[config.mk]
export PLATFORM = sky130hd
export DESIGN_NAME = hsv_to_rgb_converter
export DESIGN_NICKNAME = d
export VERILOG_FILES = /design/src/rtl/core/hsv2rgb_pkg.sv /design/src/rtl/core/hsv2rgb_sector.sv /design/src/rtl/core/hsv2rgb_terms.sv /design/src/rtl/core/hsv2rgb_scale.sv /design/src/rtl/core/hsv_to_rgb_converter.sv
export SDC_FILE = /design/constraint.sdc
export NUM_CORES = 2
export LEC_CHECK = 0
export BUFFER_PORTS_ARGS = -buffer_cell sky130_fd_sc_hd__buf_4
export CAP_MARGIN = 20
export CELL_PAD_IN_SITES_DETAIL_PLACEMENT = 0
export CELL_PAD_IN_SITES_GLOBAL_PLACEMENT = 1
export CORE_MARGIN = 2
export CORE_UTILIZATION = 30
export CTS_CLUSTER_SIZE = 24
export DETAILED_ROUTE_END_ITERATION = 8
export PLACE_DENSITY_LB_ADDON = 0.1
export SYNTH_ARGS = -nofsm -noshare
export SYNTH_HDL_FRONTEND = slang
export SYNTH_SLANG_ARGS = --single-unit
[constraint.sdc]
create_clock -name aclk -period 7.5 [get_ports aclk]
set_input_delay 0.75 -clock aclk [delete_from_list [all_inputs] [get_ports aclk]]
set_output_delay 0.75 -clock aclk [all_outputs]
set_load 0.02 [all_outputs]
[src/rtl/core/hsv2rgb_pkg.sv]
// Shared types and constants for the HSV to RGB pixel converter.
`timescale 1ns / 1ps
`default_nettype none

package hsv2rgb_pkg;

    // Pipeline stage positions
    localparam int NUM_STAGES = 8;
    localparam int ST_CLAMP   = 0;
    localparam int ST_PROD    = 1;
    localparam int ST_TERM    = 2;
    localparam int ST_SUM     = 3;
    localparam int ST_NUM     = 4;
    localparam int ST_RECIP   = 5;
    localparam int ST_FIX     = 6;
    localparam int ST_OUT     = 7;

    typedef logic [NUM_STAGES-1:0] stage_en_t;

    // Hue sector codes
    typedef enum logic [2:0] {
        SEC_R_TO_Y = 3'd0,
        SEC_Y_TO_G = 3'd1,
        SEC_G_TO_C = 3'd2,
        SEC_C_TO_B = 3'd3,
        SEC_B_TO_M = 3'd4,
        SEC_M_TO_R = 3'd5
    } sector_t;

    // Terms are in units of 1/6000 percent, at most 600000
    localparam int TERM_W  = 20;
    // term * 255 plus the rounding bias
    localparam int NUM_W   = 28;
    localparam int QUO_W   = 9;
    localparam int CHAN_W  = 8;

    localparam logic [TERM_W-1:0] TERM_DEN  = 20'd600000;
    localparam logic [NUM_W-1:0]  TERM_BIAS = 28'd299999;
    localparam logic [NUM_W-1:0]  CHAN_GAIN = 28'd255;

    // Reciprocal of the divisor, scaled by 2^RECIP_SHIFT and rounded down
    localparam int RECIP_SHIFT = 40;
    localparam int RECIP_W     = 21;
    localparam int PROD_W      = NUM_W + RECIP_W;
    localparam logic [RECIP_W-1:0] RECIP_MUL =
        RECIP_W'((64'd1 << RECIP_SHIFT) / 64'd600000);

endpackage

`default_nettype wire

[src/rtl/core/hsv2rgb_sector.sv]
// Input clamp and hue sector / offset split stage.
`timescale 1ns / 1ps
`default_nettype none

module hsv2rgb_sector
    import hsv2rgb_pkg::*;
(
    input  wire logic      aclk,
    input  wire stage_en_t en,
    input  wire logic [8:0] hue,
    input  wire logic [6:0] saturation,
    input  wire logic [6:0] brightness,
    output sector_t         sector_reg,
    output logic [5:0]      offset_reg,
    output logic [6:0]      sat_reg,
    output logic [6:0]      bri_reg
);

    logic [8:0] hue_clamp;
    logic [8:0] offset_full;
    sector_t    sector_next;
    logic [5:0] offset_next;
    logic [6:0] sat_next;
    logic [6:0] bri_next;

    // Clamp the inputs and split hue into sector and offset within it
    always_comb begin
        hue_clamp = (hue > 9'd360) ? 9'd360 : hue;
        sat_next  = (saturation > 7'd100) ? 7'd100 : saturation;
        bri_next  = (brightness > 7'd100) ? 7'd100 : brightness;
        if (hue_clamp < 9'd60) begin
            sector_next = SEC_R_TO_Y;
            offset_full = hue_clamp;
        end else if (hue_clamp < 9'd120) begin
            sector_next = SEC_Y_TO_G;
            offset_full = hue_clamp - 9'd60;
        end else if (hue_clamp < 9'd180) begin
            sector_next = SEC_G_TO_C;
            offset_full = hue_clamp - 9'd120;
        end else if (hue_clamp < 9'd240) begin
            sector_next = SEC_C_TO_B;
            offset_full = hue_clamp - 9'd180;
        end else if (hue_clamp < 9'd300) begin
            sector_next = SEC_B_TO_M;
            offset_full = hue_clamp - 9'd240;
        end else if (hue_clamp < 9'd360) begin
            sector_next = SEC_M_TO_R;
            offset_full = hue_clamp - 9'd300;
        end else begin
            // full turn wraps back to the start of the red sector
            sector_next = SEC_R_TO_Y;
            offset_full = 9'd0;
        end
        offset_next = offset_full[5:0];
    end

    // Hold the stage while downstream stalls
    always_ff @(posedge aclk) begin
        if (en[ST_CLAMP]) begin
            sector_reg <= sector_next;
            offset_reg <= offset_next;
            sat_reg    <= sat_next;
            bri_reg    <= bri_next;
        end
    end

endmodule

`default_nettype wire

[src/rtl/core/hsv2rgb_terms.sv]
// Three-stage pipeline that forms the v, vmin, vinc and vdec terms.
`timescale 1ns / 1ps
`default_nettype none

module hsv2rgb_terms
    import hsv2rgb_pkg::*;
(
    input  wire logic              aclk,
    input  wire stage_en_t         en,
    input  wire logic [5:0]        offset,
    input  wire logic [6:0]        sat,
    input  wire logic [6:0]        bri,
    output logic [TERM_W-1:0]      tv_reg,
    output logic [TERM_W-1:0]      tmin_reg,
    output logic [TERM_W-1:0]      tinc_reg,
    output logic [TERM_W-1:0]      tdec_reg
);

    logic [13:0]       vs_reg, vs_next;
    logic [13:0]       vcs_reg, vcs_next;
    logic [5:0]        offset1_reg;
    logic [6:0]        bri1_reg;
    logic [6:0]        sat_comp;

    logic [TERM_W-1:0] ta2_reg, ta2_next;
    logic [TERM_W-1:0] tmin2_reg, tmin2_next;
    logic [TERM_W-1:0] tv2_reg, tv2_next;

    logic [TERM_W-1:0] tinc_next, tdec_next;

    // First products: v*s and v*(100-s)
    always_comb begin
        sat_comp = 7'd100 - sat;
        vs_next  = {7'd0, bri} * {7'd0, sat};
        vcs_next = {7'd0, bri} * {7'd0, sat_comp};
    end

    // Second products: scale each into 1/6000 percent units
    always_comb begin
        ta2_next   = {6'd0, vs_reg} * {14'd0, offset1_reg};
        tmin2_next = {6'd0, vcs_reg} * 20'd60;
        tv2_next   = {13'd0, bri1_reg} * 20'd6000;
    end

    // Rising and falling ramps
    always_comb begin
        tinc_next = tmin2_reg + ta2_reg;
        tdec_next = tv2_reg - ta2_reg;
    end

    // Advance each stage when its slot may move
    always_ff @(posedge aclk) begin
        if (en[ST_PROD]) begin
            vs_reg      <= vs_next;
            vcs_reg     <= vcs_next;
            offset1_reg <= offset;
            bri1_reg    <= bri;
        end
        if (en[ST_TERM]) begin
            ta2_reg   <= ta2_next;
            tmin2_reg <= tmin2_next;
            tv2_reg   <= tv2_next;
        end
        if (en[ST_SUM]) begin
            tv_reg   <= tv2_reg;
            tmin_reg <= tmin2_reg;
            tinc_reg <= tinc_next;
            tdec_reg <= tdec_next;
        end
    end

endmodule

`default_nettype wire

[src/rtl/core/hsv2rgb_scale.sv]
// Three-stage scaler: term * 255 / 600000, rounded to nearest, ties down.
`timescale 1ns / 1ps
`default_nettype none

module hsv2rgb_scale
    import hsv2rgb_pkg::*;
(
    input  wire logic              aclk,
    input  wire stage_en_t         en,
    input  wire logic [TERM_W-1:0] term,
    output logic [CHAN_W-1:0]      chan_reg
);

    logic [NUM_W-1:0]  num_reg, num_next;
    logic [NUM_W-1:0]  num5_reg;
    logic [PROD_W-1:0] prod;
    logic [QUO_W-1:0]  quo_reg, quo_next;
    logic [NUM_W-1:0]  back;
    logic [NUM_W-1:0]  rem;
    logic [QUO_W-1:0]  quo_fix;
    logic [CHAN_W-1:0] chan_next;

    // Numerator with the rounding bias
    always_comb begin
        num_next = {{(NUM_W-TERM_W){1'b0}}, term} * CHAN_GAIN + TERM_BIAS;
    end

    // Estimate the quotient by the reciprocal; it is exact or one low
    always_comb begin
        prod     = {{RECIP_W{1'b0}}, num_reg} * {{NUM_W{1'b0}}, RECIP_MUL};
        quo_next = prod[RECIP_SHIFT +: QUO_W];
    end

    // Correct the estimate once and saturate to eight bits
    always_comb begin
        back    = {{(NUM_W-QUO_W){1'b0}}, quo_reg} *
                  {{(NUM_W-TERM_W){1'b0}}, TERM_DEN};
        rem     = num5_reg - back;
        quo_fix = quo_reg + {{(QUO_W-1){1'b0}},
                             (rem >= {{(NUM_W-TERM_W){1'b0}}, TERM_DEN})};
        chan_next = (quo_fix > 9'd255) ? 8'd255 : quo_fix[CHAN_W-1:0];
    end

    always_ff @(posedge aclk) begin
        if (en[ST_NUM]) begin
            num_reg <= num_next;
        end
        if (en[ST_RECIP]) begin
            quo_reg  <= quo_next;
            num5_reg <= num_reg;
        end
        if (en[ST_FIX]) begin
            chan_reg <= chan_next;
        end
    end

endmodule

`default_nettype wire

[src/rtl/core/hsv_to_rgb_converter.sv]
// Top level of the HSV to RGB pixel converter with stream handshakes.
`timescale 1ns / 1ps
`default_nettype none

// Converts one pixel given as hue in degrees (0..360) and saturation and value
// in percent (0..100) into 8-bit red, green and blue; inputs above range clamp
// to the top of their range, and each channel is scaled from percent by 255/100
// and rounded to nearest with exact halves going down. The block is an
// eight-stage pipeline: it takes one pixel every clock cycle unless the output
// stalls, and each result passes through the stage registers in order before
// it is valid on the output. The stages are the input clamp and sector split,
// the two multiplies and the sums that form the colour terms, the gain,
// reciprocal multiply and correction that scale them, and the channel routing
// into the output register. Each stage holds its own valid bit, so empty slots
// fill while the output waits, and s_ready stays high whenever the last stage
// is empty or being taken. It keeps no state between pixels.
module hsv_to_rgb_converter
    import hsv2rgb_pkg::*;
(
    input  wire logic        aclk,
    input  wire logic        aresetn,
    input  wire logic        s_valid,
    output logic             s_ready,
    input  wire logic [8:0]  s_hue,
    input  wire logic [6:0]  s_saturation,
    input  wire logic [6:0]  s_brightness,
    output logic             m_valid,
    input  wire logic        m_ready,
    output logic [7:0]       m_red,
    output logic [7:0]       m_green,
    output logic [7:0]       m_blue
);

    logic [NUM_STAGES-1:0] vld_reg, vld_next;
    stage_en_t             en;

    sector_t               sector0;
    logic [5:0]            offset0;
    logic [6:0]            sat0;
    logic [6:0]            bri0;
    sector_t               sec_reg [ST_PROD:ST_FIX];

    logic [TERM_W-1:0]     tv, tmin, tinc, tdec;
    logic [CHAN_W-1:0]     cv, cmin, cinc, cdec;

    logic [7:0]            red_reg, red_next;
    logic [7:0]            green_reg, green_next;
    logic [7:0]            blue_reg, blue_next;

    // A stage may load when it is empty or its content moves on
    always_comb begin
        en[ST_OUT] = !vld_reg[ST_OUT] || m_ready;
        for (int i = ST_OUT - 1; i >= 0; i--) begin
            en[i] = !vld_reg[i] || en[i+1];
        end
        s_ready = en[ST_CLAMP];
    end

    // Carry valid bits along with the data
    always_comb begin
        vld_next = vld_reg;
        if (en[ST_CLAMP]) begin
            vld_next[ST_CLAMP] = s_valid;
        end
        for (int i = 1; i < NUM_STAGES; i++) begin
            if (en[i]) begin
                vld_next[i] = vld_reg[i-1];
            end
        end
    end

    always_ff @(posedge aclk) begin
        if (!aresetn) begin
            vld_reg <= '0;
        end else begin
            vld_reg <= vld_next;
        end
    end

    hsv2rgb_sector u_sector (
        .aclk       (aclk),
        .en         (en),
        .hue        (s_hue),
        .saturation (s_saturation),
        .brightness (s_brightness),
        .sector_reg (sector0),
        .offset_reg (offset0),
        .sat_reg    (sat0),
        .bri_reg    (bri0)
    );

    hsv2rgb_terms u_terms (
        .aclk     (aclk),
        .en       (en),
        .offset   (offset0),
        .sat      (sat0),
        .bri      (bri0),
        .tv_reg   (tv),
        .tmin_reg (tmin),
        .tinc_reg (tinc),
        .tdec_reg (tdec)
    );

    hsv2rgb_scale u_scale_v (
        .aclk     (aclk),
        .en       (en),
        .term     (tv),
        .chan_reg (cv)
    );

    hsv2rgb_scale u_scale_min (
        .aclk     (aclk),
        .en       (en),
        .term     (tmin),
        .chan_reg (cmin)
    );

    hsv2rgb_scale u_scale_inc (
        .aclk     (aclk),
        .en       (en),
        .term     (tinc),
        .chan_reg (cinc)
    );

    hsv2rgb_scale u_scale_dec (
        .aclk     (aclk),
        .en       (en),
        .term     (tdec),
        .chan_reg (cdec)
    );

    // Delay the sector alongside the arithmetic
    always_ff @(posedge aclk) begin
        if (en[ST_PROD]) begin
            sec_reg[ST_PROD] <= sector0;
        end
        for (int i = ST_PROD + 1; i <= ST_FIX; i++) begin
            if (en[i]) begin
                sec_reg[i] <= sec_reg[i-1];
            end
        end
    end

    // Route the scaled terms to the channels by sector
    always_comb begin
        case (sec_reg[ST_FIX])
            SEC_R_TO_Y: begin
                red_next = cv;   green_next = cinc; blue_next = cmin;
            end
            SEC_Y_TO_G: begin
                red_next = cdec; green_next = cv;   blue_next = cmin;
            end
            SEC_G_TO_C: begin
                red_next = cmin; green_next = cv;   blue_next = cinc;
            end
            SEC_C_TO_B: begin
                red_next = cmin; green_next = cdec; blue_next = cv;
            end
            SEC_B_TO_M: begin
                red_next = cinc; green_next = cmin; blue_next = cv;
            end
            default: begin
                red_next = cv;   green_next = cmin; blue_next = cdec;
            end
        endcase
    end

    // Output register
    always_ff @(posedge aclk) begin
        if (en[ST_OUT]) begin
            red_reg   <= red_next;
            green_reg <= green_next;
            blue_reg  <= blue_next;
        end
    end

    assign m_valid = vld_reg[ST_OUT];
    assign m_red   = red_reg;
    assign m_green = green_reg;
    assign m_blue  = blue_reg;

    // An empty last stage must leave the whole pipeline open to requests
    assert property (@(posedge aclk) disable iff (!aresetn)
        !vld_reg[ST_OUT] |-> s_ready)
        else $error("pipeline closed while output stage empty");

    // A full penultimate stage reaches the output when the sink is ready
    assert property (@(posedge aclk) disable iff (!aresetn)
        (vld_reg[ST_FIX] && m_ready) |=> m_valid)
        else $error("request lost between last two stages");

    // A request in flight is never dropped while the output stalls
    assert property (@(posedge aclk) disable iff (!aresetn)
        (m_valid && !m_ready) |=> ($countones(vld_reg) >= $past($countones(vld_reg))))
        else $error("request dropped during stall");

endmodule

`default_nettype wire
==> results.md <==
- Hold Path Cell Cnt: 1
- Critical-path maximum fanout: 8
- Largest family of logic cells by synthesized area: adder cells
- Syn nets: 11594
- Routed Antenna Nets: 0
- Initial antenna violation count: 14
- Synthesis Warnings: 0
- Synth async-reset ratio: 0%
- Max Slew Vio Count: 0
- Die W: 550 um
- Wire length of the first global-routing pass: 378000 um
- Detailed Route WL: 239000 um
- Clock Tree Buf Depth: 4
- Synth Area in Simple Gates: 6.21%
- DP HPWL: 212000 um
- H-tree depth: 3
- Number of max-cap violations: 0
- Die Height: 550 um
- Hold buffers post-CTS: 0
- Mean Syn Cell Area: 10.3 um^2
- Mux cell area share after synthesis: 0.671%
- # nets final: 12102
- Critical path capture point type: flip-flop
- TritonCTS buffer count: 75
- Die area: 0.302 mm^2
- Min-delay src: s_brightness[6]
- Mapped Cells: 8640
- Starting Density: 30.1%
- Synth cell types: 95
- Port Buffer Count: 52
- CTS Root Cell: clkbuf_16
- Hold Violations, Final: 0
- Via count: 58153
- CP arrival: 7970 ps
- Max Freq: 134 MHz
- Kind of critical path: flip-flop to flip-flop
- Relative slew slack: 28.7%
- R2R Setup Slk: 10 ps
- Clock Sinks: 501
- Worst Clk Skew: 50.4 ps
- Crit-path max cell delay: 530 ps
- Worst setup SP type: flip-flop
- # IOs: 53
- RSZ-0062 raised after global routing: true
- CTS tree: yes
- DRC Markers: 0
- Area grow syn2layout: 13.1%
- Post-synthesis sequential area ratio: 16.8%
- Synthesized cell area: 0.0893 mm^2
- 1st-iter DRT viols: 2356
- Placer Congestion: 0.849
- Critical path's slowest cell: fa_1
- Worst-case reg-to-reg path depth: 34
- GRT Overall Usage: 16.2%
- XOR/XNOR Fraction of Synth Area: 4.18%
- Req. time, crit path: 7980 ps
- # rows: 200
- Reg2Reg Launch Point: u_scale_min.quo_reg[7]$_DFFE_PP_
- Yosys reg bits: 501
- Final setup TNS: 0 ps
- Global route overflow: 0
- Worst-Skew Late Latency: 780 ps
- Crit share post-route: 99.9%
- Vias in the first global route: 64289
- EDFF count, synth: 493
- Status: finished, final reports clean
- Reg clk slew, reported paths: 70 ps
- Vias/cell: 4.42
- Post-Synth Adder-Cell Area: 53.6%
- Layout cell share with drive strength beyond 1: 8.87%
- Most used DFF post-synth: edfxtp_1
- Hold Crit Endpoint: u_sector.bri_reg[6]$_SDFFCE_PN1P_
- Largest net degree at the start of global routing: 77
- DR pass1 iterations: 7
- HP Class: input port to flip-flop
- Reg2Reg Capture Point: u_scale_min.chan_reg[7]$_SDFFCE_PN1P_
- Drt wl/cell: 18.2 um
- Compound-cell area share of the yosys netlist: 8.29%
- Core area: 0.297 mm^2
- Worst-Margin Slew: 1070 ps
- Fin crit period: 7490 ps
- Final setup viols: 0
- Max reg flops: 28
==> area by class of cell <==
type                    count  area (um^2)
fillers                 30404       195000
multi-input cells        5691        66000
flip-flops and latches    501        15000
inverters                2393         8990
well taps                3939         4930
repair buffers            486         3720
clock buffers              85         1940
clock inverters            45          529
diodes                      6         15.0
==> cell usage in the layout, fill, tap and decap left out, types with 50 or more instances in the layout <==
| master | netlist | layout |
|---|---|---|
| nor2_1 | 235 | 230 |
| a21o_1 | 170 | 170 |
| nor3_1 | 92 | 86 |
| buf_4 | 0 | 475 |
| nand2_1 | 342 | 330 |
| o21a_1 | 66 | 66 |
| ha_1 | 1426 | 1401 |
| nand2b_1 | 65 | 65 |
| nand3_1 | 76 | 72 |
| clkbuf_16 | 0 | 76 |
| o21bai_1 | 50 | 50 |
| xor2_1 | 139 | 137 |
| inv_1 | 2391 | 2375 |
| fa_1 | 1501 | 1487 |
| o21ai_0 | 191 | 177 |
| a21oi_1 | 347 | 328 |
| nor2b_1 | 77 | 75 |
| xnor2_1 | 282 | 278 |
| and2_1 | 70 | 70 |
| edfxtp_1 | 493 | 493 |
==> metrics by stage <==
| step | utilization, % | cells | area, um^2 | hold WS, ps | setup slack (ps) |
|---|---|---|---|---|---|
| 2_1_floorplan | - | 8640 | 89300 | 400 | 5.79 |
| 4_1_cts | 33.8 | 13089 | 100000 | 69.6 | -60.6 |
| 3_3_place_gp | 32.8 | 12936 | 97200 | 408 | -408 |
| 5_1_grt | 34.1 | 13142 | 101000 | 95.6 | -363 |
| 6_report | 34.1 | 13146 | 101000 | 155 | 10.6 |
| 3_5_place_dp | 32.8 | 12936 | 97200 | 411 | -421 |
==> per-layer routing <==
metal | routed length [um] | vias up | share of wire (%) | track usage (%)
met1 | 122000 | 28886 | 51 | 23.9
met2 | 106000 | 523 | 44 | 25.5
met3 | 6650 | 162 | 2.8 | 1.93
met4 | 4680 | 2 | 2.0 | 3.17
met5 | 20 | - | 0.0084 | 0
li1 | - | 28580 | - | -
==> Yosys cell counts (all sizes together), types with 17 or more instances <==
library cell  number  area (um^2)
a31oi             30          188
inv             2392         8980
o21a              67          504
a21boi            17          128
a21oi            349         1750
xor2             139         1220
a211oi            41          330
or2               22          138
o21ai            232         1160
and2              71          445
nor4              19          140
o21bai            51          394
nor2b             77          482
o31ai             17          128
o22ai             20          125
nand3             76          380
mux2i             34          340
xnor2            282         2470
clkbuf            52          205
fa              1501        30000
edfxtp           493        14800
and3              47          294
nand2b            65          407
or3               17          106
ha              1426        17800
a21o             170         1280
o211ai            20          150
nand4             35          219
nor3              92          460
nand2            342         1280
mux2              23          259
nor2             235          882
==> cell families (layout without fill, tap and decap cells) <==
kind of cell | count (synthesis) | in the layout
simple gates | 1135 | 1135
compound gates | 1149 | 1149
other cells | 0 | 6
fa+ha+maj | 2927 | 2927
xor+xnor | 423 | 423
flops | 501 | 501
mux | 57 | 57
buf+inv | 2448 | 3009
==> worst max-delay path, delay by kind of cell, from the launching register on <==
family | cells | cell delay (ps)
AO/OA/AOI/OAI | 12 | 2180
XOR/XNOR | 1 | 120
AND/OR/NAND/NOR | 8 | 1020
adder cells (fa/ha/maj) | 8 | 2970
flip-flops | 1 | 430
buffers and inverters | 5 | 450
==> how the worst max path moves through the flow <==
| stage | startpoint | endpoint |
|---|---|---|
| floorplan | u_scale_min.quo_reg[6]$_DFFE_PP_ | u_scale_min.chan_reg[7]$_SDFFCE_PN1P_ |
| global placement | u_scale_min.quo_reg[7]$_DFFE_PP_ | u_scale_min.chan_reg[7]$_SDFFCE_PN1P_ |
| detailed placement | u_scale_v.quo_reg[1]$_DFFE_PP_ | u_scale_v.chan_reg[7]$_SDFFCE_PN1P_ |
| CTS | u_scale_min.quo_reg[7]$_DFFE_PP_ | u_scale_min.chan_reg[7]$_SDFFCE_PN1P_ |
| global route | u_scale_min.quo_reg[6]$_DFFE_PP_ | u_scale_min.chan_reg[7]$_SDFFCE_PN1P_ |
| finish | u_scale_min.quo_reg[7]$_DFFE_PP_ | u_scale_min.chan_reg[7]$_SDFFCE_PN1P_ |
==> repair_timing <==
| action | in CTS | in global routing |
|---|---|---|
| resized for setup | 82 | 112 |
| setup buffers | 24 | 51 |
| hold endpoints to repair | 0 | 0 |
| setup endpoints to repair | 25 | 48 |
| pin swaps | 63 | 102 |
Power is left out: the tool's default activity adds up to more than one toggle a clock period on the data nets, which glitch-free logic cannot reach.
